**config.mk**
```make
export PLATFORM = sky130hd
export DESIGN_NAME = rfb_front
export DESIGN_NICKNAME = d
export VERILOG_FILES = /design/src/rtl/core/rfb_pkg.sv /design/src/rtl/core/rfb_front.sv
export SDC_FILE = /design/constraint.sdc
export NUM_CORES = 1
export LEC_CHECK = 0
export BUFFER_PORTS_ARGS = -buffer_cell sky130_fd_sc_hd__buf_2
export CELL_PAD_IN_SITES_DETAIL_PLACEMENT = 1
export CELL_PAD_IN_SITES_GLOBAL_PLACEMENT = 2
export CORE_MARGIN = 2
export CORE_UTILIZATION = 25
export DETAILED_ROUTE_END_ITERATION = 10
export PLACE_DENSITY = 0.63
export SLEW_MARGIN = 20
export SYNTH_ARGS = -nofsm -noshare
export SYNTH_HDL_FRONTEND = slang
export SYNTH_SLANG_ARGS = --single-unit
export TNS_END_PERCENT = 50
```
**constraint.sdc**
```tcl
create_clock -name i_clk -period 10.5 [get_ports i_clk]
set_clock_uncertainty 0.15 [all_clocks]
set_input_delay 0.525 -clock i_clk [delete_from_list [all_inputs] [get_ports i_clk]]
set_output_delay 0.525 -clock i_clk [all_outputs]
set_load 0.05 [all_outputs]
```
**src/rtl/core/rfb_pkg.sv**
```systemverilog
// ----------------------------------------------------------------------------
// rfb_pkg: shared types and constants for the rectangle fill and blit engine
// Command and result payloads, the internal work descriptor, op and register
// codes, and default sizes.
// ----------------------------------------------------------------------------
package rfb_pkg;

    // default sizes
    localparam int PIXEL_WORDS_DEF = 65536;
    localparam int MAX_SIDE_DEF    = 1024;

    // widest pixel memory index the descriptor can carry
    localparam int MAX_ADDR_W  = 20;
    localparam int QUEUE_DEPTH = 2;
    localparam int COUNT_W     = 17;
    localparam int DIM_W       = 11;
    localparam int CFG_IDX_W   = 3;
    localparam int CFG_DATA_W  = 16;

    typedef enum logic [1:0] {
        MODE_WRITE = 2'd0,
        MODE_READ  = 2'd1,
        MODE_FILL  = 2'd2,
        MODE_COPY  = 2'd3
    } t_mode;

    typedef enum logic [CFG_IDX_W-1:0] {
        CFG_DST_BASE   = 3'd0,
        CFG_DST_WIDTH  = 3'd1,
        CFG_DST_HEIGHT = 3'd2,
        CFG_SRC_BASE   = 3'd3,
        CFG_SRC_WIDTH  = 3'd4,
        CFG_SRC_HEIGHT = 3'd5,
        CFG_DEEP       = 3'd6
    } t_cfg_index;

    // what the back end does per pixel
    typedef enum logic [1:0] {
        OP_FILL = 2'd0,
        OP_COPY = 2'd1,
        OP_READ = 2'd2
    } t_op;

    typedef enum logic [1:0] {
        BK_IDLE = 2'd0,
        BK_WALK = 2'd1,
        BK_TAIL = 2'd2
    } t_back_state;

    typedef struct packed {
        t_mode       mode;
        logic [15:0] address;
        logic [31:0] value;
        logic        has_rect;
        logic [9:0]  rect_x;
        logic [9:0]  rect_y;
        logic [10:0] rect_w;
        logic [10:0] rect_h;
        logic        has_dest;
        logic [9:0]  dest_x;
        logic [9:0]  dest_y;
    } t_cmd;

    typedef struct packed {
        logic [31:0]        read_data;
        logic [COUNT_W-1:0] pixels_written;
    } t_result;

    // one classified transaction, ready to walk
    typedef struct packed {
        t_op                   op;
        logic                  deep;
        logic [31:0]           value;
        logic [MAX_ADDR_W-1:0] src_addr;
        logic [MAX_ADDR_W-1:0] dst_addr;
        logic [DIM_W-1:0]      src_stride;
        logic [DIM_W-1:0]      dst_stride;
        logic [DIM_W-1:0]      ncols;
        logic [DIM_W-1:0]      nrows;
    } t_desc;

endpackage

```
**src/rtl/core/rfb_front.sv**
```systemverilog
// ----------------------------------------------------------------------------
// rfb_front: configuration registers and command classification
// Clips each rectangle against the surfaces and turns it into a start
// address, strides and a column/row count for the back end.
// ----------------------------------------------------------------------------
module rfb_front #(
    parameter int MAX_SIDE = rfb_pkg::MAX_SIDE_DEF
) (
    input  logic                             i_clk,
    input  logic                             i_rst_n,
    input  logic                             i_cfg_valid,
    output logic                             o_cfg_ready,
    input  logic [rfb_pkg::CFG_IDX_W-1:0]    i_cfg_index,
    input  logic [rfb_pkg::CFG_DATA_W-1:0]   i_cfg_data,
    input  logic                             start,
    output logic                             busy,
    input  rfb_pkg::t_cmd                    i_cmd,
    input  logic                             i_full,
    output logic                             o_push,
    output rfb_pkg::t_desc                   o_desc
);
    import rfb_pkg::*;

    localparam logic [12:0] MaxSide = 13'(MAX_SIDE);

    logic [15:0]      r_dst_base, r_src_base;
    logic [DIM_W-1:0] r_dst_width, r_dst_height, r_src_width, r_src_height;
    logic             r_deep;

    function automatic logic [DIM_W-1:0] side_f(input logic [DIM_W-1:0] v);
        side_f = ({2'b00, v} > MaxSide) ? MaxSide[DIM_W-1:0] : v;
    endfunction

    function automatic logic [11:0] min12(input logic [11:0] a, input logic [11:0] b);
        min12 = (a < b) ? a : b;
    endfunction

    function automatic logic [DIM_W-1:0] span(input logic [11:0] lo, input logic [11:0] hi);
        span = (hi > lo) ? DIM_W'(hi - lo) : '0;
    endfunction

    assign o_cfg_ready = 1'b1;

    always_ff @(posedge i_clk) begin
        if (!i_rst_n) begin
            r_dst_base   <= '0;
            r_dst_width  <= '0;
            r_dst_height <= '0;
            r_src_base   <= '0;
            r_src_width  <= '0;
            r_src_height <= '0;
            r_deep       <= 1'b1;
        end else if (i_cfg_valid) begin
            case (t_cfg_index'(i_cfg_index))
                CFG_DST_BASE:   r_dst_base   <= i_cfg_data;
                CFG_DST_WIDTH:  r_dst_width  <= i_cfg_data[DIM_W-1:0];
                CFG_DST_HEIGHT: r_dst_height <= i_cfg_data[DIM_W-1:0];
                CFG_SRC_BASE:   r_src_base   <= i_cfg_data;
                CFG_SRC_WIDTH:  r_src_width  <= i_cfg_data[DIM_W-1:0];
                CFG_SRC_HEIGHT: r_src_height <= i_cfg_data[DIM_W-1:0];
                CFG_DEEP:       r_deep       <= i_cfg_data[0];
                default: ;
            endcase
        end
    end

    logic [DIM_W-1:0] dw, dh, sw, sh;
    logic [11:0]      rx0, ry0, rx1_d, ry1_d, rx1_s, ry1_s, dx0, dy0;
    logic [DIM_W-1:0] fcols, frows, scols, srows, dcols, drows, ccols, crows;
    logic [9:0]       d_row, d_col;
    logic [20:0]      dprod, sprod;
    logic [31:0]      dsum, ssum;
    logic [31:0]      value_m;

    always_comb begin
        dw = side_f(r_dst_width);
        dh = side_f(r_dst_height);
        sw = side_f(r_src_width);
        sh = side_f(r_src_height);

        rx0 = i_cmd.has_rect ? 12'(i_cmd.rect_x) : '0;
        ry0 = i_cmd.has_rect ? 12'(i_cmd.rect_y) : '0;
        // rectangle ends clipped to the surface
        rx1_d = i_cmd.has_rect ? min12(12'(i_cmd.rect_x) + 12'(i_cmd.rect_w), 12'(dw))
                               : 12'(dw);
        ry1_d = i_cmd.has_rect ? min12(12'(i_cmd.rect_y) + 12'(i_cmd.rect_h), 12'(dh))
                               : 12'(dh);
        rx1_s = i_cmd.has_rect ? min12(12'(i_cmd.rect_x) + 12'(i_cmd.rect_w), 12'(sw))
                               : 12'(sw);
        ry1_s = i_cmd.has_rect ? min12(12'(i_cmd.rect_y) + 12'(i_cmd.rect_h), 12'(sh))
                               : 12'(sh);
        dx0 = i_cmd.has_dest ? 12'(i_cmd.dest_x) : '0;
        dy0 = i_cmd.has_dest ? 12'(i_cmd.dest_y) : '0;

        fcols = span(rx0, rx1_d);
        frows = span(ry0, ry1_d);
        scols = span(rx0, rx1_s);
        srows = span(ry0, ry1_s);
        dcols = span(dx0, 12'(dw));
        drows = span(dy0, 12'(dh));
        ccols = (scols < dcols) ? scols : dcols;
        crows = (srows < drows) ? srows : drows;

        d_row = (i_cmd.mode == MODE_COPY) ? dy0[9:0] : ry0[9:0];
        d_col = (i_cmd.mode == MODE_COPY) ? dx0[9:0] : rx0[9:0];
        dprod = 21'(d_row) * 21'(dw);
        sprod = 21'(ry0[9:0]) * 21'(sw);
        dsum  = 32'(r_dst_base) + 32'(dprod) + 32'(d_col);
        ssum  = 32'(r_src_base) + 32'(sprod) + 32'(rx0);

        value_m = r_deep ? i_cmd.value : {24'd0, i_cmd.value[7:0]};

        o_desc            = '0;
        o_desc.deep       = r_deep;
        o_desc.value      = value_m;
        o_desc.src_stride = sw;
        o_desc.dst_stride = dw;
        o_desc.src_addr   = ssum[MAX_ADDR_W-1:0];
        o_desc.dst_addr   = dsum[MAX_ADDR_W-1:0];
        case (i_cmd.mode)
            MODE_WRITE: begin
                o_desc.op       = OP_FILL;
                o_desc.dst_addr = MAX_ADDR_W'(i_cmd.address);
                o_desc.ncols    = DIM_W'(1);
                o_desc.nrows    = DIM_W'(1);
            end
            MODE_READ: begin
                o_desc.op       = OP_READ;
                o_desc.src_addr = MAX_ADDR_W'(i_cmd.address);
                o_desc.ncols    = DIM_W'(1);
                o_desc.nrows    = DIM_W'(1);
            end
            MODE_FILL: begin
                o_desc.op    = OP_FILL;
                o_desc.ncols = fcols;
                o_desc.nrows = frows;
            end
            default: begin
                o_desc.op    = OP_COPY;
                o_desc.ncols = ccols;
                o_desc.nrows = crows;
            end
        endcase
    end

    assign busy   = i_full;
    assign o_push = start && !i_full;

endmodule

```
[Word level (Yosys, flattened, before mapping)]
Cells that the tools add are included.
Cells by class
  add/sub/neg operators: 12
  $mul: 2
  div/mod/pow operators: 0
  magnitude comparators: 16
  equality and inequality tests: 9
  shift operators: 0
  muxes and demuxes: 31
  bitwise operators: 0
  reductions and logical operators: 13
Operators by type and width (count)
  $mux W11: 12
  $mux W12: 8
  $sub A11 B10 Y11: 6
  $mux W10: 6
  $gt A12 B10 Y1: 4
  $lt A12 B11 Y1: 4
  $gt A11 B11 Y1 const B: 4
  $pmux W22 S2: 1
  $add A16 B20 Y20: 2
  $add A20 B10 Y20: 2
  $mul A10 B11 Y20: 2
  $mux W20: 2
  $mux W32: 1
  $add A10 B11 Y12: 2
  $gt A11 B10 Y1: 2
  $lt A11 B11 Y1: 2
  $reduce_and A2 Y1: 7
  $eq A3 B3 Y1 const B: 3
  $eq A3 B2 Y1 const B: 2
  $eq A2 B2 Y1 const B: 2
  $pmux W2 S2: 1
  $reduce_or A2 Y1: 2
  $eq A3 B1 Y1 const B: 1
  $logic_not A3 Y1: 1
  4 further kinds: 4
Word-level totals
  flip-flop bits (word level): 77
  latch bits: 0
  bits in writable memories: 0
  memory bits (read-only): 0
  input bits: 138
  word-level logic and storage cells: 90
  memories: 0

[Logic depth before layout (Yosys ltp)]
Gate-level depths: netlist of the first run.
  depth after elaboration: 10
  mapped depth: 39

[Least setup slack after synthesis of the first run]
Ideal clock, no wire load.
  kind: input to output
  from: input i_cmd[34] (netlist name)
  to: output o_desc[14] (netlist name)
  arrival: 8710 ps
  data required time: 9825 ps
  setup slack: 1115 ps
  cell stages on the path: 35
  buffers on the path: 1
  path through: ha_1 -> o21ai_0 -> o21a_1 -> o21ai_1 -> a21oi_1 -> inv_1 -> a21oi_1 -> xor2_1 -> inv_1 -> ha_1 -> a2111oi_0 -> a31oi_1 -> or2_4 -> nor2_1 -> clkbuf_1 -> nor2_1 -> a21oi_1 -> ha_1 -> inv_1 -> fa_1 -> a21o_1 -> a221oi_2 -> o21ai_0 -> a21oi_1 -> and2_1 -> a21boi_1 -> nor3_1 -> ha_1 -> nand4_1 -> nor2_1 -> and3_1 -> nor2b_1 -> and3_1 -> nor2_1 -> o311ai_0
RTL lines
  start: declaration: RTL line rfb_front.sv:17  | input rfb_pkg::t_cmd i_cmd,
  end: declaration: RTL line rfb_front.sv:20  | output rfb_pkg::t_desc o_desc

==> results of run 1 <==
## metrics by stage
| stage | util | power [mW] | setup WS [ns] |
|---|---|---|---|
| 2_1_floorplan | - | 1.25 | 1.12 |
| 3_5_place_dp | 0.283 | 1.62 | 0.508 |
| 5_1_grt | 0.288 | 2.09 | 0.00374 |
| 6_report | 0.288 | 1.94 | 0.553 |
| 3_3_place_gp | 0.283 | 1.61 | 0.928 |
| 4_1_cts | 0.287 | 1.95 | 0.445 |
## per-layer routing
metal  up-vias  track usage
met5         -            0
met4         2       0.0442
met3        80       0.0236
met2       343        0.359
met1      8827        0.265
li1       8389            -
## worst max path at each step
stage               cells past startpoint         end  slack (ns)       from
global placement                       36   o_desc[2]        0.93  i_cmd[21]
finish                                 36   o_desc[5]        0.55  i_cmd[21]
CTS                                    37  o_desc[21]        0.45  i_cmd[34]
floorplan                              35  o_desc[14]        1.12  i_cmd[34]
global route                           36   o_desc[5]       0.004  i_cmd[43]
detailed placement                     37  o_desc[21]        0.51  i_cmd[34]
## final cells by class
class	count	area, um^2
Inverter	311	1170
Sequential cell	77	1540
Timing Repair Buffer	280	1500
Tap cell	959	1200
Multi-Input combinational cell	1940	15300
Clock buffer	9	225
Clock inverter	7	57.6
Fill cell	8962	52000
## power by group through the flow
stage	Sequential (mW)	Clock (mW)	Combinational [mW]
2_1_floorplan	0.308	0	0.945
3_3_place_gp	0.311	0	1.30
3_5_place_dp	0.311	0	1.31
4_1_cts	0.304	0.330	1.32
5_1_grt	0.305	0.341	1.44
6_report	0.304	0.322	1.31
## worst max-delay path, delay by kind of cell
family / cells / cell delay, ns
AO/OA/AOI/OAI: 18 / 4.45
AND/OR/NAND/NOR: 9 / 2.00
adder cells (fa/ha/maj): 6 / 1.83
buffers and inverters: 3 / 0.46
## layout by cell type, fill, tap and decap left out, drive strengths merged, types with 7 or more instances in the layout
master and instances:
xnor2 53, a21o 43, nand3 55, and2 53
a31oi 8, nor3 27, a2111oi 7, nand2 479
nor2b 38, a21oi 92, a21boi 82, o21a 14
buf 280, nor2 163, nand4 23, fa 200
nand2b 22, clkbuf 9, o211ai 11, and3 23
ha 244, o21ai 129, dfxtp 77, inv 306
nor4 9, o31ai 7, a211o 11, mux2i 13
xor2 33, o311ai 11, clkinv 10
## kinds of logic (layout without fill, tap and decap cells)
group,Yosys count,in the layout,synth area share
AOI/OAI and AO/OA,468,468,0.170
xor gates and xnor gates,86,86,0.0409
adders and majority gates,444,444,0.383
buffers and inverters,421,607,0.0889
DFF,77,77,0.0836
muxes,18,18,0.0101
other,1,1,0.000203
and+or+nand+nor,923,923,0.224
## sequential cells by signal, summed over array words and instances, names as in the netlist
signal and count:
r_dst_width 11, r_src_width 11, r_src_height 11, r_src_base 16
r_dst_base 16, r_deep 1, r_dst_height 11
==> results.yml, run 1 <==
global_routing:
  antenna_found_initial: 1
  overflow: 0
  grt_pass1_wl_um: 116000
  grt_pass1_vias: 18900
  grt_max_degree: 78
  track_usage: 0.203
drt:
  drt-met1-wl_um: 35200
  route.top_layer_used: "met5"
  drt_iter0_drc: 818
  route.detailed.drc: 0
  first_pass_iters: 5
  wl_met3_um: 2910
  wl_per_cell_um: 21.9
  dr_wl_met2_um: 38500
  drt_wl_total_um: 78300
  ant_nets: 0
  vias_per_cell: 4.92
  vias: 17600
timing:
  hold_slack_ns: 0.279
  finalHoldViolCount: 0
  worstMarginPinSlew_ns: 1.06
  post-route-period-util: 0.947
  setup_violations: 0
  max_freq_mhz: 101
  relSlewSlack: 0.294
  rsz0062_at_grt: "false"
  period_needed_ns: 9.95
  tns_ns: 0
  final_max_slew_viol_count: 0
setup_path:
  crit_path_top_delay_cell: "fa_1"
  slowest_delay_ns: 0.47
  r2r_cells: 3
  rrSetupSlack_ns: 9.17
  cp.required_ns: 9.83
  reg2reg_to: "r_dst_width[10]"
  timing.rr.start: "r_dst_width[10]"
  crit_fanout: 19
  cp-start-kind: "primary input"
  cp.arrival_ns: 9.27
  worstSetupPathType: "in -> out"
  cp-end-kind: "output pin"
cells_and_area:
  syn2layout_area_growth_pct: 13.8
  diodes: 0
  fin_area_um2: 21000
  layout-drive-gt1-share: 0.124
  final_nets: 3201
  fin_cells: 3583
floorplanning:
  die_h_um: 276
  core_um2: 73000
  die_w_um: 276
  io_pins: 260
  start_util: 0.253
  num_rows: 99
  die-area_um2: 75900
clocking:
  cts_setup_buffers: 0
  clk_pin_slew_worst_paths_ns: 0.07
  ctsHoldBuffers: 0
  cts_resized: 0
  clock_path_buffers: 2
  htree_levels: 3
  cts_tree: "done"
  clk_latency_ns: 0.36
  numCtsBuffers: 9
  numClockSinks: 77
  clockRootBuffer: "clkbuf_16"
outcome:
  status: "finished clean"
synthesis:
  synth.area.top_cells: "fa_1 (22%), ha_1 (17%), nand2_1 (9.7%)"
  yosysWarnings: 0
  synth_flop_cell: "dfxtp_1"
  netlist_area_um2: 18400
  yosysTopAreaCell: "fa_1"
  synth_top_area_share: 0.217
  synth_edf_count: 0
  yosysSeqAreaShare: 0.0836
  syn_inst: 2438
  async_reset_ff_frac: 0
  syn_avg_cell_area_um2: 7.56
  synth_commonest_cells: "nand2_1 (478), inv_1 (303), ha_1 (244), fa_1 (200), nor2_1 (162)"
  syn_nets: 3020
  ys_ff_latch: 77
  synth_most_common_cell: "nand2_1"
  synth_cell_types: 84
power:
  sw_frac_of_total: 0.534
  pwr-share-clk: 0.166
  seq_power_share: 0.157
  power.density_nw_per_um2: 92.5
  p_switching_mw: 1.04
  cellLeakagePower_nw: 10.4
  p_comb_frac: 0.678
  max-vdd-ir-drop_uv: 85.1
  p_int_mw: 0.904
placement:
  dp_hpwl_um: 66600
  post-place-cells: 3567
  placed_cell_area_um2: 20700
  portBuffers: 242
  place_congestion: 0.865
min_path:
  hold_path.startpoint: "i_cfg_data[11]"
  hold_class: "in -> reg"
  hold_path_depth: 3
  whs_endpoint: "r_dst_base[11]"
run:
  timing.max_cap.violations: 0
(Power assumes the default switching activity.)
==> run 2, diff against run 1 <==
Settings changed: CELL_PAD_IN_SITES_DETAIL_PLACEMENT 1 to 0, CELL_PAD_IN_SITES_GLOBAL_PLACEMENT 2 to 1, PLACE_DENSITY 0.63 to 0.52.
==> run 2 against run 1 <==
Against the previous run: wire length fell by 5.2%; design area about the same; final cell count is essentially flat; global-route usage fell by 0.98 points; worst setup slack better by 0.14 ns; non-clock buffer count is 3 lower; utilization is essentially flat; highest routed layer is now met4.
==> results.yml, run 2 (same netlist as run 1, synthesis figures left out) <==
cells_and_area:
  fin_util: 0.287
  layout-drive-gt1-share: 0.123
  layout_commonest_cell: "nand2_1"
  diodes: 0
  final_nets: 3198
  fin_cells: 3580
  reg_top3: "r_dst_base (16), r_src_base (16)"
  syn2layout_area_growth_pct: 13.8
  most-common-layout-cells: "nand2_1 (478), inv_1 (303), ha_1 (244), buf_2 (242), fa_1 (200)"
global_routing:
  overflow: 0
  antenna_found_initial: 0
  grt_pass1_vias: 17800
  track_usage: 0.194
  grt_pass1_wl_um: 110000
  grt_max_degree: 78
timing:
  relSlewSlack: 0.333
  rsz0062_at_grt: "false"
  worstMarginPinSlew_ns: 0.996
  max_freq_mhz: 102
  period_needed_ns: 9.81
  tns_ns: 0
  post-route-period-util: 0.934
  setup_violations: 0
  final_max_slew_viol_count: 0
  finalHoldViolCount: 0
  hold_slack_ns: 0.277
min_path:
  hold_class: "in -> reg"
  hold_path_depth: 3
  hold_path.startpoint: "i_cfg_data[11]"
  whs_endpoint: "r_src_base[11]"
setup_path:
  path_depth: 36
  cp-end-kind: "output pin"
  cp_num_buf_inv: 3
  reg2reg_to: "r_src_width[10]"
  timing.rr.start: "r_src_width[10]"
  cp-start-kind: "primary input"
  cp.required_ns: 9.83
  worstSetupPathType: "in -> out"
  rrSetupSlack_ns: 9.25
  r2r_cells: 2
  crit_path_top_delay_cell: "fa_1"
  crit_fanout: 19
  cp.arrival_ns: 9.13
  slowest_delay_ns: 0.46
  critical_path.top_delay_family: "compound AO/OA/AOI/OAI gates"
placement:
  dp_hpwl_um: 62600
  post-place-cells: 3564
  place_congestion: 0.871
  portBuffers: 242
outcome:
  status: "finished clean"
clocking:
  htree_levels: 3
  numClockSinks: 77
  cts_tree: "done"
  ctsHoldBuffers: 0
  clock_path_buffers: 2
  clk_pin_slew_worst_paths_ns: 0.08
  clockRootBuffer: "clkbuf_16"
  numCtsBuffers: 9
  cts_resized: 0
  clk_latency_ns: 0.35
  cts_setup_buffers: 0
drt:
  wl_per_cell_um: 20.7
  drt_wl_total_um: 74200
  ant_nets: 0
  route.detailed.drc: 0
  vias: 17400
  first_pass_iters: 5
  vias_per_cell: 4.85
  drt_iter0_drc: 1043
power:
  p_int_mw: 0.929
  p_comb_frac: 0.666
  pwr-share-clk: 0.178
  max-vdd-ir-drop_uv: 74.0
  sw_frac_of_total: 0.523
  cellLeakagePower_nw: 10.3
  p_switching_mw: 1.02
  seq_power_share: 0.156
  power.density_nw_per_um2: 92.8
floorplanning:
  num_rows: 99
  die_w_um: 276
  core_um2: 73000
  die-area_um2: 75900
  die_h_um: 276
  start_util: 0.253
  io_pins: 260
run:
  timing.max_cap.violations: 0
## run 2: how the worst max path moves through the flow
| stage | startpoint | endpoint | slack, ns |
|---|---|---|---|
| 6_report | i_cmd[21] | o_desc[2] | 0.69 |
| 5_1_grt | i_cmd[21] | o_desc[8] | 0.07 |
| 4_1_cts | i_cmd[34] | o_desc[21] | 0.64 |
| 3_5_place_dp | i_cmd[33] | o_desc[21] | 0.66 |
| 3_3_place_gp | i_cmd[21] | o_desc[2] | 0.89 |
| 2_1_floorplan | i_cmd[34] | o_desc[14] | 1.12 |
## run 2: power by group through the flow
stage	Clock [mW]	Sequential (mW)	Combinational, mW
after global routing	0.365	0.305	1.43
after global placement	0	0.311	1.29
final	0.347	0.304	1.30
after floorplan	0	0.308	0.945
after detailed placement	0	0.311	1.29
after CTS	0.354	0.304	1.30
## run 2: worst register-to-register path, cell delays in order, from the launching register on
cell and delay [ns]:
dfxtp_1 0.75, nand2_1 0.09, a21boi_0 0.19
## run 2: area by class of cell
type,count,area [um^2]
fillers,8032,52000
clock inverters,6,70.1
repair buffers,277,1470
inverters,311,1170
clock buffers,10,239
well taps,959,1200
multi-input cells,1940,15300
flip-flops and latches,77,1540
## run 2: through the flow
| stage | cell area, um^2 | total power, mW | setup slack (ns) |
|---|---|---|---|
| 3_3_place_gp | 20700 | 1.60 | 0.893 |
| 5_1_grt | 21000 | 2.10 | 0.0673 |
| 6_report | 21000 | 1.95 | 0.693 |
| 4_1_cts | 21000 | 1.96 | 0.645 |
| 3_5_place_dp | 20700 | 1.60 | 0.663 |
| 2_1_floorplan | 18400 | 1.25 | 1.12 |
## run 2: per-layer routing
metal	routed length [um]	part of all wire	vias to the layer above	track usage
li1	-	-	8402	-
met1	33300	0.45	8496	0.258
met2	36000	0.48	396	0.333
met3	3350	0.045	66	0.0251
met4	1580	0.021	0	0.0397
met5	0	0	-	0
