File: config.mk
export PLATFORM = sky130hd
export DESIGN_NAME = rfb_fifo
export DESIGN_NICKNAME = d
export VERILOG_FILES = /design/src/rtl/core/rfb_pkg.sv /design/src/rtl/core/rfb_fifo.sv
export SDC_FILE = /design/constraint.sdc
export NUM_CORES = 1
export LEC_CHECK = 0
export BUFFER_PORTS_ARGS = -buffer_cell sky130_fd_sc_hd__buf_2
export CAP_MARGIN = 20
export CELL_PAD_IN_SITES_DETAIL_PLACEMENT = 1
export CELL_PAD_IN_SITES_GLOBAL_PLACEMENT = 1
export CORE_ASPECT_RATIO = 0.75
export CORE_MARGIN = 2
export CORE_UTILIZATION = 30
export CTS_CLUSTER_DIAMETER = 100
export DETAILED_ROUTE_END_ITERATION = 7
export PLACE_DENSITY = 0.59
export SLEW_MARGIN = 25
export SYNTH_ARGS = -nofsm -noshare
export SYNTH_HDL_FRONTEND = slang
export SYNTH_SLANG_ARGS = --single-unit
File: constraint.sdc
create_clock -name i_clk -period 4.9 [get_ports i_clk]
set_input_delay 0.49 -clock i_clk [delete_from_list [all_inputs] [get_ports i_clk]]
set_output_delay 0.49 -clock i_clk [all_outputs]
set_load 0.005 [all_outputs]
File: src/rtl/core/rfb_pkg.sv
// ----------------------------------------------------------------------------
// rfb_pkg: shared types and constants for the rectangle fill and blit engine
// Command and result payloads, the internal work descriptor, op and register
// codes, and default sizes.
// ----------------------------------------------------------------------------
package rfb_pkg;

    // default sizes
    localparam int PIXEL_WORDS_DEF = 65536;
    localparam int MAX_SIDE_DEF    = 1024;

    // widest pixel memory index the descriptor can carry
    localparam int MAX_ADDR_W  = 20;
    localparam int QUEUE_DEPTH = 2;
    localparam int COUNT_W     = 17;
    localparam int DIM_W       = 11;
    localparam int CFG_IDX_W   = 3;
    localparam int CFG_DATA_W  = 16;

    typedef enum logic [1:0] {
        MODE_WRITE = 2'd0,
        MODE_READ  = 2'd1,
        MODE_FILL  = 2'd2,
        MODE_COPY  = 2'd3
    } t_mode;

    typedef enum logic [CFG_IDX_W-1:0] {
        CFG_DST_BASE   = 3'd0,
        CFG_DST_WIDTH  = 3'd1,
        CFG_DST_HEIGHT = 3'd2,
        CFG_SRC_BASE   = 3'd3,
        CFG_SRC_WIDTH  = 3'd4,
        CFG_SRC_HEIGHT = 3'd5,
        CFG_DEEP       = 3'd6
    } t_cfg_index;

    // what the back end does per pixel
    typedef enum logic [1:0] {
        OP_FILL = 2'd0,
        OP_COPY = 2'd1,
        OP_READ = 2'd2
    } t_op;

    typedef enum logic [1:0] {
        BK_IDLE = 2'd0,
        BK_WALK = 2'd1,
        BK_TAIL = 2'd2
    } t_back_state;

    typedef struct packed {
        t_mode       mode;
        logic [15:0] address;
        logic [31:0] value;
        logic        has_rect;
        logic [9:0]  rect_x;
        logic [9:0]  rect_y;
        logic [10:0] rect_w;
        logic [10:0] rect_h;
        logic        has_dest;
        logic [9:0]  dest_x;
        logic [9:0]  dest_y;
    } t_cmd;

    typedef struct packed {
        logic [31:0]        read_data;
        logic [COUNT_W-1:0] pixels_written;
    } t_result;

    // one classified transaction, ready to walk
    typedef struct packed {
        t_op                   op;
        logic                  deep;
        logic [31:0]           value;
        logic [MAX_ADDR_W-1:0] src_addr;
        logic [MAX_ADDR_W-1:0] dst_addr;
        logic [DIM_W-1:0]      src_stride;
        logic [DIM_W-1:0]      dst_stride;
        logic [DIM_W-1:0]      ncols;
        logic [DIM_W-1:0]      nrows;
    } t_desc;

endpackage

File: src/rtl/core/rfb_fifo.sv
// ----------------------------------------------------------------------------
// rfb_fifo: short descriptor queue between front and back end
// ----------------------------------------------------------------------------
module rfb_fifo (
    input  logic           i_clk,
    input  logic           i_rst_n,
    input  logic           i_push,
    input  rfb_pkg::t_desc i_desc,
    output logic           o_full,
    input  logic           i_pop,
    output logic           o_valid,
    output rfb_pkg::t_desc o_desc
);
    import rfb_pkg::*;

    localparam int PtrW  = (QUEUE_DEPTH > 1) ? $clog2(QUEUE_DEPTH) : 1;
    localparam int FillW = $clog2(QUEUE_DEPTH + 1);
    localparam logic [PtrW-1:0]  LastPtr = PtrW'(QUEUE_DEPTH - 1);
    localparam logic [FillW-1:0] Depth   = FillW'(QUEUE_DEPTH);

    t_desc            r_entry [QUEUE_DEPTH];
    logic [PtrW-1:0]  r_wr_ptr, r_rd_ptr;
    logic [FillW-1:0] r_fill;
    logic             do_push, do_pop;

    assign o_full  = (r_fill == Depth);
    assign o_valid = (r_fill != '0);
    assign o_desc  = r_entry[r_rd_ptr];
    assign do_push = i_push && !o_full;
    assign do_pop  = i_pop && o_valid;

    always_ff @(posedge i_clk) begin
        if (do_push) begin
            r_entry[r_wr_ptr] <= i_desc;
        end
    end

    always_ff @(posedge i_clk) begin
        if (!i_rst_n) begin
            r_wr_ptr <= '0;
            r_rd_ptr <= '0;
            r_fill   <= '0;
        end else begin
            if (do_push) begin
                r_wr_ptr <= (r_wr_ptr == LastPtr) ? '0 : r_wr_ptr + 1'b1;
            end
            if (do_pop) begin
                r_rd_ptr <= (r_rd_ptr == LastPtr) ? '0 : r_rd_ptr + 1'b1;
            end
            case ({do_push, do_pop})
                2'b10:   r_fill <= r_fill + 1'b1;
                2'b01:   r_fill <= r_fill - 1'b1;
                default: r_fill <= r_fill;
            endcase
        end
    end

endmodule

Yosys cells after proc, flatten, opt, wreduce, memory -nomap -nowiden
Memory sizes are Yosys's and may differ from the RTL's. A register that Yosys moved wholly into a read port is not among the register bits. Index checks and enable logic that the tools add are counted.

RAM bits: 238. Memory bits (read-only): 0. Bits of input ports: 123. Register bits after elaboration: 4. Output and inout port bits: 121. Memories: 1. Logic and storage cells: 23. Latch bits: 0.

Order comparisons: 0. Bitwise operators: 0. Eq/ne operators: 3. Shift operators: 0. Multiply operators: 0. Reduce and logical (&&, ||, !) cells: 5. $add $sub $neg: 4. Divide/modulo/power cells: 0. Mux-type cells: 7.

Memories: r_entry (words 2, bits a word 119, read ports 1, clocked after Yosys merged registers in 1, write ports 1, line rfb_fifo.sv:21) `t_desc r_entry [QUEUE_DEPTH];`.

Operators with widths (count): 1-bit two-way mux (6); 2-bit equality test, second input constant (2); 2-bit one-hot mux with 2 select lines (1); 2-bit nonzero test (2); 1-bit adder, second input constant (2); 2-bit by 1-bit adder with 2-bit output, second input constant (1); 2-bit by 1-bit equality test with 1-bit output, second input constant (1); 1-bit logical AND (2); 2-bit by 1-bit subtractor with 2-bit output, second input constant (1); 1-bit zero test (1).

Depth between registers and ports, before layout
Gate-level depths: netlist of the first run.

Depth after elaboration: 5. Mapped depth: 6. Depth with buffers taken out: 6.

Least setup slack after synthesis of the first run
OpenSTA, ideal clock, no wires.

Path type: flip-flop to flip-flop. From: register r_fill[0]. To: memory r_entry[1][0] (netlist bit) (enable). Clock period less this slack: 3825 ps. Path buffers: 0. Data arrival time: 3332 ps. Stages on the path, launching flop included: 3. Setup time: 493 ps. Slack: 1075 ps. Required time: 4407 ps. Path through: dfxtp_1 -> nand2b_2 -> and3_1.

Longest elaborated chain between the ends: 5.

RTL lines: start, declared (line rfb_fifo.sv:23) `logic [FillW-1:0] r_fill;`; start signal, assigned (line rfb_fifo.sv:51) `2'b10: r_fill <= r_fill + 1'b1;`; start signal, assigned (line rfb_fifo.sv:52) `2'b01: r_fill <= r_fill - 1'b1;`; start signal, assigned (line rfb_fifo.sv:53) `default: r_fill <= r_fill;`; 2-bit equality test (line rfb_fifo.sv:26) `assign o_full = (r_fill == Depth);`; 1-bit zero test (line rfb_fifo.sv:29) `assign do_push = i_push && !o_full;`; 1-bit logical AND (line rfb_fifo.sv:29); 1-bit two-way mux (line rfb_fifo.sv:33) `if (do_push) begin`; 1-bit two-way mux (not written as such) (line rfb_fifo.sv:34) `r_entry[r_wr_ptr] <= i_desc;`; end, declared (line rfb_fifo.sv:21).

No other way between the ends.

==> results of run 1 <==
cells in the mapped netlist, drive strengths merged:
cell type  instances
o21a               1
edfxtp           238
o21ai              2
xnor2              3
ha                 1
nor2b              2
dfxtp              5
nand2              1
or3                2
or2                1
buf               13
and3               1
inv                3
nand2b             1
mux2             119
and2               1
a21boi             2
flip-flops by register name (all words and copies together) (netlist names), named ones only:
signal	flops
r_entry	238
r_fill	2
r_rd_ptr	1
r_wr_ptr	1
cell families after synthesis:
logic type               Yosys count
flip-flops                       243
multiplexers                     119
buffers and inverters             16
AND/OR/NAND/NOR                    9
AO/OA/AOI/OAI                      5
XOR/XNOR                           3
adder cells (fa/ha/maj)            1
report_power, final:
group          leakage [nW]  internal, mW  switching, mW
clock                 0.379          1.05          0.750
combinational          1.49         0.663          0.601
sequential             2.27          2.63          0.146
area by class of cell:
class                   count  area share
well taps                 392      0.0435
flip-flops and latches    243       0.643
clock inverters            12     0.00754
diodes                      2    0.000444
clock buffers              33      0.0619
inverters                   3     0.00122
multi-input cells         137       0.131
repair buffers            249       0.112
final timing paths:
check | from | to | slack [ns]
max | register | o_desc[71] | 1.85
min | i_desc[95] | r_entry[0][95] | 0.15
max reg2reg | r_fill[0] | r_entry[0][67] | 2.32
min reg2reg | r_rd_ptr | r_rd_ptr | 0.54
stage by stage:
step / instances / utilization
global placement: 1024 / 0.362
detailed placement: 1024 / 0.362
CTS: 1069 / 0.389
global route: 1069 / 0.389
finish: 1071 / 0.389
floorplan: 396 / -
per-layer routing:
layer,wire length [um],part of all wire,track usage,vias to the layer above
met1,8440,0.44,0.162,2289
met4,305,0.016,0.0266,2
met2,9180,0.48,0.200,158
met5,13,0.00068,0,-
li1,-,-,-,2096
met3,1300,0.068,0.0398,27
worst max-delay path, cell delays in order, from the launching register on:
cell     delay (ns)
dfxtp_4        0.91
buf_4          0.54
mux2_2         0.40
buf_2          0.13
==> out/results.ini, run 1 <==
[die]
start_util=0.303
die_area_um2=30700
io_pins=244
core_um2=29000
rows=54
die_x_um=202
die_y_um=152

[timing]
tightestPinTransition_ns=0.872
skew_ns=0.00952
rsz0062_at_grt=false
slew_headroom=0.419
post-route-period-util=0.623
hold_viol=0
timing.final.crit_period_ns=3.05
fmax_mhz=327
worst_slack_ns=1.85
hold_slack_ns=0.153
slew_viol_final=0
setup_violations=0
tns_ns=0

[placed_design]
port_buffers=243
pre_cts_slack_ns=2.22
dpl-instance-area_um2=10500
dp_hpwl_um=12800
place.gp.congestion=0.737

[clock_network]
h-tree-depth=1
cts_repair_resize_count=0
path_clk_slew_ns=0.06
cts_made_buffers=26
clk_latency_ns=0.52
clk_path_buf_depth=3
ctsHoldBuffers=0
cts_sinks=243
postCtsSetupRepairBufs=0
clockRootBuffer=clkbuf_16
tritoncts=built

[yosys]
yosys-mux-area-fraction=0.152
avgSynthCellArea_um2=22.2
syn_nets=520
ys_ff_latch=243
synthAdderAreaFrac=0.00142
synth_cells=396
synth_area_leaders=edfxtp_1 (81%), mux2_2 (15%), dfxtp_1 (1.1%)
synth_cell_types=18
ys_seq_area_frac=0.824
synth_top_family_by_area=multiplexers
synth-compound-area-share=0.00370
synth_top_area_cell=edfxtp_1
synth-xor-area-share=0.00299
yosys.area_share.simple=0.00640
synth_area_um2=8790
yosys_warnings=0
synth_top_area_frac=0.813

[global_route]
grt_max_degree=62
grt_pass1_vias=5021
globalRoute.totalOverflow=0
antenna_found_initial=3
grt.total_usage=0.123
grt_pass1_wl_um=29600

[worst_hold_path]
min_path_type=primary input to register
worstHoldPathCells=1

[route]
vias_per_cell=4.27
drtAntennaViolNets=0
vias=4572
route.detailed.drc=0
dr.first_iter.drc_count=170
firstDrtPassIters=4
wl_um=19200
wl_per_cell_um=18.0

[layout]
regArea_um2=7250
fillerInstances=2895
layout_common_cells=buf_2 (243), edfxtp_1 (238), mux2_2 (119), clkbuf_16 (27), clkinv_1 (7)
drive_gt1_frac=0.600
layout_commonest_cell=buf_2
design_area_um2=11300
area_delta_synth_final_pct=28.3
multi_input_area_um2=1470
nNetsFinal=784

[critical_path]
required_ns=4.41
arrival_ns=2.56
worstSetupStartpointType=register
critPathMaxFanout=61
r2r_cells=5
path_class=register to output port
crit_path_end_kind=output port

[pwr]
power_mw=5.84
p_per_area_nw_per_um2=518
ir_worst_vdd_mv=0.410
p_leak_nw=4.13

[run_status]
status=completed

[run]
drv_cap=0

No activity file was read; power rests on OpenSTA's default activity.
==> inputs of run 2 (changes only) <==
clock period = 3.2 ns   (was 4.9 ns; I/O delays follow)
==> out/results.ini, run 2 (synthesis results as in run 1) <==
[layout]
area_delta_synth_final_pct=43.2
regArea_um2=7250  ; unchanged
n_antenna_cell=0  ; -2
layout_commonest_cell=buf_2
drive_gt1_frac=0.516  ; -0.0835
nNetsFinal=906  ; +16%
layout_common_cells=buf_2 (243), edfxtp_1 (238), mux2_2 (119), dlygate4sd3_1 (119), clkbuf_16 (26)
largest_register_ffs=238  ; unchanged
multi_input_area_um2=1470  ; unchanged
largest_register=r_entry
fillerInstances=2859  ; -1.2%
top_regs=r_entry (238), r_fill (2)

[worst_hold_path]
min_path_type=primary input to register
worstHoldPathCells=2  ; +1
hold_start=i_rst_n
worstHoldEndpoint=r_fill[0]

[timing]
post-route-period-util=0.813
timing.final.crit_period_ns=2.60
worst_slack_ns=0.600  ; -1.25 ns
slew_headroom=0.519  ; +0.0996
hold_viol=0  ; unchanged
fmax_mhz=385
skew_ns=0.0104  ; +0.000896 ns
hold_slack_ns=0.0974  ; -0.0553 ns
rsz0062_at_grt=false
setup_violations=0  ; unchanged
tns_ns=0  ; unchanged
tightestPinTransition_ns=0.722  ; -0.149 ns
slew_viol_final=0  ; unchanged

[clock_network]
clk_path_buf_depth=3  ; unchanged
clk_latency_ns=0.52  ; about the same
path_clk_slew_ns=0.06  ; about the same
cts_repair_resize_count=0  ; unchanged
cts_made_buffers=26  ; unchanged
clockRootBuffer=clkbuf_16
tritoncts=built
cts_sinks=243  ; unchanged
h-tree-depth=1  ; unchanged

[pwr]
p_leak_nw=4.69  ; +13%
p_per_area_nw_per_um2=739  ; +43%
ir_worst_vdd_mv=0.501  ; +22%

[route]
drtAntennaViolNets=0  ; unchanged
dr.first_iter.drc_count=257  ; +51%
route.detailed.drc=0  ; unchanged
vias_per_cell=4.28  ; +0.35%
vias=5115  ; +12%
wl_per_cell_um=17.6  ; -1.8%
firstDrtPassIters=4  ; unchanged
wl_um=21100  ; +9.5%

[die]
rows=54  ; unchanged
io_pins=244  ; unchanged
die_y_um=152  ; unchanged
die_x_um=202  ; unchanged
core_um2=29000  ; unchanged
die_area_um2=30700  ; unchanged
start_util=0.303  ; unchanged

[global_route]
grt_pass1_wl_um=33000  ; +12%
grt_max_degree=65  ; +4.8%
grt.total_usage=0.136  ; +0.0133
grt_pass1_vias=5899  ; +17%
globalRoute.totalOverflow=0  ; unchanged
antenna_found_initial=0  ; -3

[placed_design]
place.gp.congestion=0.728  ; -1.2%
pre_cts_slack_ns=1.08  ; -1.14 ns
dp_hpwl_um=13100  ; +2.3%
port_buffers=243  ; unchanged

[critical_path]
r2r_start=r_fill[0]
regToRegSetupSlack_ns=1.22  ; -1.10 ns
arrival_ns=2.28  ; -0.28 ns
worstSetupStartpointType=register
critPathMaxFanout=46  ; -25%
r2r_cells=3  ; -2
crit_path_end_kind=output port
path_class=register to output port
r2r_end=r_entry[1][64]
required_ns=2.88  ; -1.53 ns

[run]
drv_cap=0  ; unchanged

[run_status]
status=completed

## run 2: critical path, stage by stage (launching register included)
cell and delay (ns):
dfxtp_4 0.81, buf_4 0.41, mux2_2 0.39, buf_2 0.14
## run 2: power breakdown
| group | switching [mW] | total [mW] | internal, mW | leakage [nW] |
|---|---|---|---|---|
| registers | 0.210 | 4.23 | 4.02 | 2.27 |
| clock network | 1.20 | 2.93 | 1.73 | 0.413 |
| logic | 0.999 | 2.15 | 1.15 | 2.01 |
| total | 2.41 | 9.31 | 6.90 | 4.69 |
## run 2: timing repair
action	4_1_cts	5_1_grt
hold buffers	119	0
hold endpoints to repair	238	0
setup buffers	0	0
## run 2: final cells by class
| class | instances | area share |
|---|---|---|
| Inverter | 3 | 0.00119 |
| Clock inverter | 18 | 0.0136 |
| Clock buffer | 30 | 0.0529 |
| Sequential cell | 243 | 0.576 |
| Multi-Input combinational cell | 137 | 0.117 |
| Timing Repair Buffer | 371 | 0.201 |
| Tap cell | 392 | 0.0390 |
## run 2: worst max path at each step
stage,from,end,slack [ns],cells past startpoint
floorplan,r_fill[0],r_entry[0][0],0.32,4
global placement,register,o_desc[112],1.18,3
detailed placement,register,o_desc[31],1.08,3
CTS,register,o_desc[22],0.51,3
global route,register,o_desc[22],0.44,3
finish,register,o_desc[22],0.60,3
## run 2: metal layers
layer  vias up  global-route usage  part of all wire
li1       2349                   -                 -
met1      2530               0.166              0.42
met2       193               0.235              0.48
met3        43              0.0368             0.067
met4         0              0.0448             0.030
met5         -                   0                 0
## run 2: stage by stage
| stage | std cells | util | cell area [um^2] | power, mW |
|---|---|---|---|---|
| 2_1_floorplan | 396 | - | 8800 | 5.37 |
| 3_3_place_gp | 1027 | 0.364 | 10600 | 6.27 |
| 3_5_place_dp | 1027 | 0.364 | 10600 | 6.36 |
| 4_1_cts | 1194 | 0.434 | 12600 | 9.47 |
| 5_1_grt | 1194 | 0.434 | 12600 | 9.76 |
| 6_report | 1194 | 0.434 | 12600 | 9.31 |
==> inputs of run 3 (changes only) <==
ABC_AREA = 1   (was not set)
clock period = 2.4 ns   (was 3.2 ns; I/O delays follow)
==> out/results.ini, run 3 <==
[run_status]
status=completed

[yosys]
synth_area_um2=8900  ; +1.3%
synth_cells=408  ; +3.0%
ys_seq_area_frac=0.814  ; -0.0104
syn_nets=532  ; +2.3%
synth_top_area_cell=edfxtp_1
synth-main-ff-cell=edfxtp_1
synth_edf_count=238  ; unchanged
ys_ff_latch=243  ; unchanged
synthArstFlopShare=0  ; unchanged
synth_cell_types=14  ; -4
synth_top_area_frac=0.803  ; -0.0103
synth.most_common_cell=edfxtp_1
avgSynthCellArea_um2=21.8  ; -1.7%
ys_top_cells_by_count=edfxtp_1 (238), mux2_2 (119), nor2_1 (12)
yosys_warnings=0  ; unchanged
synth_area_leaders=edfxtp_1 (80%), mux2_2 (15%), clkbuf_8 (1.7%)

[global_route]
grt_pass1_vias=5762  ; -2.3%
grt_max_degree=80  ; +23%
globalRoute.totalOverflow=0  ; unchanged
grt.total_usage=0.132  ; -0.00402
grt_pass1_wl_um=32300  ; -2.2%
antenna_found_initial=0  ; unchanged

[die]
start_util=0.306  ; +0.00246
die_area_um2=31100  ; +1.3%
die_y_um=153  ; +0.62%
die_x_um=203  ; +0.62%
core_um2=29100  ; +0.47%
rows=54  ; unchanged
io_pins=244  ; unchanged

[pwr]
p_leak_nw=4.72  ; +0.74%
p_per_area_nw_per_um2=901  ; +22%
ir_worst_vdd_mv=0.509  ; +1.4%
p_sw_frac=0.237  ; -0.0217
p_clk_frac=0.358  ; +0.043
power_frac_comb=0.176  ; -0.055
p_switching_mw=2.70  ; +12%
sequentialPowerShare=0.466  ; +0.012
p_int_mw=8.70  ; +26%

[critical_path]
r2r_cells=6  ; +3
critPathMaxFanout=41  ; -11%
worstSetupStartpointType=register
path_class=register to output port
regToRegSetupSlack_ns=0.69  ; -0.53 ns
r2r_start=r_fill[1]
crit_path_end_kind=output port
required_ns=2.16  ; -0.72 ns
r2r_end=r_entry[1][16]
arrival_ns=1.93  ; -0.35 ns

[placed_design]
place.gp.congestion=0.732  ; +0.49%
dp_hpwl_um=12900  ; -1.6%
dpl-instance-area_um2=10600  ; +0.11%
pre_cts_slack_ns=0.668  ; -0.412 ns
port_buffers=243  ; unchanged

[timing]
post-route-period-util=0.903
hold_viol=0  ; unchanged
timing.final.crit_period_ns=2.17
slew_headroom=0.621  ; +0.102
rsz0062_at_grt=false
tightestPinTransition_ns=0.569  ; -0.153 ns
fmax_mhz=461
setup_violations=0  ; unchanged
slew_viol_final=0  ; unchanged
skew_ns=0.00732  ; -0.00309 ns
worst_slack_ns=0.232  ; -0.368 ns

[route]
vias_per_cell=4.20  ; -2.0%
dr.first_iter.drc_count=137  ; -47%
drtAntennaViolNets=0  ; unchanged
route.detailed.drc=0  ; unchanged
firstDrtPassIters=4  ; unchanged
wl_per_cell_um=17.1  ; -3.2%
vias=5057  ; -1.1%
wl_um=20600  ; -2.3%

[clock_network]
clk_latency_ns=0.52  ; about the same
clockRootBuffer=clkbuf_16
clk_path_buf_depth=3  ; unchanged
cts_repair_resize_count=0  ; unchanged
postCtsSetupRepairBufs=0  ; unchanged
cts_made_buffers=26  ; unchanged
cts_sinks=243  ; unchanged
h-tree-depth=1  ; unchanged
ctsHoldBuffers=120  ; +0.84%
tritoncts=built
path_clk_slew_ns=0.06  ; about the same

[worst_hold_path]
worstHoldEndpoint=r_rd_ptr
hold_start=i_pop
worstHoldPathCells=4  ; +2
min_path_type=primary input to register

[layout]
area_delta_synth_final_pct=42.1
multi_input_area_um2=1480  ; +0.59%
largest_register_ffs=238  ; unchanged
top_regs=r_entry (238), r_fill (2)
fillerInstances=2881  ; +0.77%
regArea_um2=7250  ; about the same
nNetsFinal=917  ; +1.2%
layout_common_cells=buf_2 (243), edfxtp_1 (238), dlygate4sd3_1 (120), mux2_2 (119), clkbuf_16 (27)
layout_commonest_cell=buf_2
largest_register=r_entry
drive_gt1_frac=0.512  ; -0.00389
design_area_um2=12600  ; +0.47%

[run]
drv_cap=0  ; unchanged

## run 3: cell types whose count changed after synthesis, moves of 3 or more
cell,delta
buf_2,-13
nor2_1,+12
clkbuf_8,+11
nand2_1,+7
inv_1,+5
xnor2_1,-3
## run 3: kinds of logic after synthesis
kind of cell / after synthesis / share of synthesized area
AO/OA/AOI/OAI: 3 / 0.00197
adder cells (fa/ha/maj): 1 / 0.00141
buffers and inverters: 20 / 0.0225
flip-flops: 243 / 0.814
multiplexers: 119 / 0.151
AND/OR/NAND/NOR: 22 / 0.00970
## run 3: routing by layer
metal,vias to the layer above,part of all wire,track usage
li1,2382,-,-
met1,2478,0.42,0.164
met2,162,0.49,0.227
met3,35,0.065,0.0384
met4,0,0.026,0.0334
met5,-,0,0
## run 3: how the worst max path moves through the flow
stage | endpoint | slack [ns] | cells after the start
after global placement | r_entry[1][17] | 0.74 | 6
final | o_desc[23] | 0.23 | 3
after global routing | o_desc[23] | 0.09 | 3
after CTS | o_desc[117] | 0.16 | 3
after floorplan | r_entry[0][0] | -0.39 | 5
after detailed placement | r_entry[1][16] | 0.67 | 6
## run 3: power by group through the flow
stage               clock (mW)  combinational, mW  sequential, mW
finish                    4.08               2.01            5.31
global route              4.37               2.20            5.35
CTS                       4.23               2.06            5.31
detailed placement           0               1.89            5.40
global placement             0               1.85            5.37
floorplan                    0               1.10            5.38
## run 3: layout make-up
| class | count | share of cell area |
|---|---|---|
| clock buffers | 34 | 0.0555 |
| repair buffers | 370 | 0.199 |
| diodes | 1 | 0.000198 |
| flip-flops and latches | 243 | 0.573 |
| inverters | 7 | 0.00237 |
| clock inverters | 13 | 0.0135 |
| well taps | 392 | 0.0388 |
| multi-input cells | 145 | 0.117 |
## run 3: worst max-delay path, stage by stage, from the launching register on
cell,delay [ns]
dfxtp_4,0.35
buf_4,0.45
mux2_2,0.42
buf_2,0.13
## run 3: per-stage QoR
step	util	hold WS [ns]	std cells	setup TNS, ns	total power, mW
final	0.434	0.0866	1205	0	11.4
after global routing	0.434	0.0956	1204	0	11.9
after CTS	0.434	0.0490	1204	0	11.6
after detailed placement	0.363	0.432	1037	0	7.29
after global placement	0.363	0.428	1037	0	7.21
after floorplan	-	0.339	408	-89.75	6.48
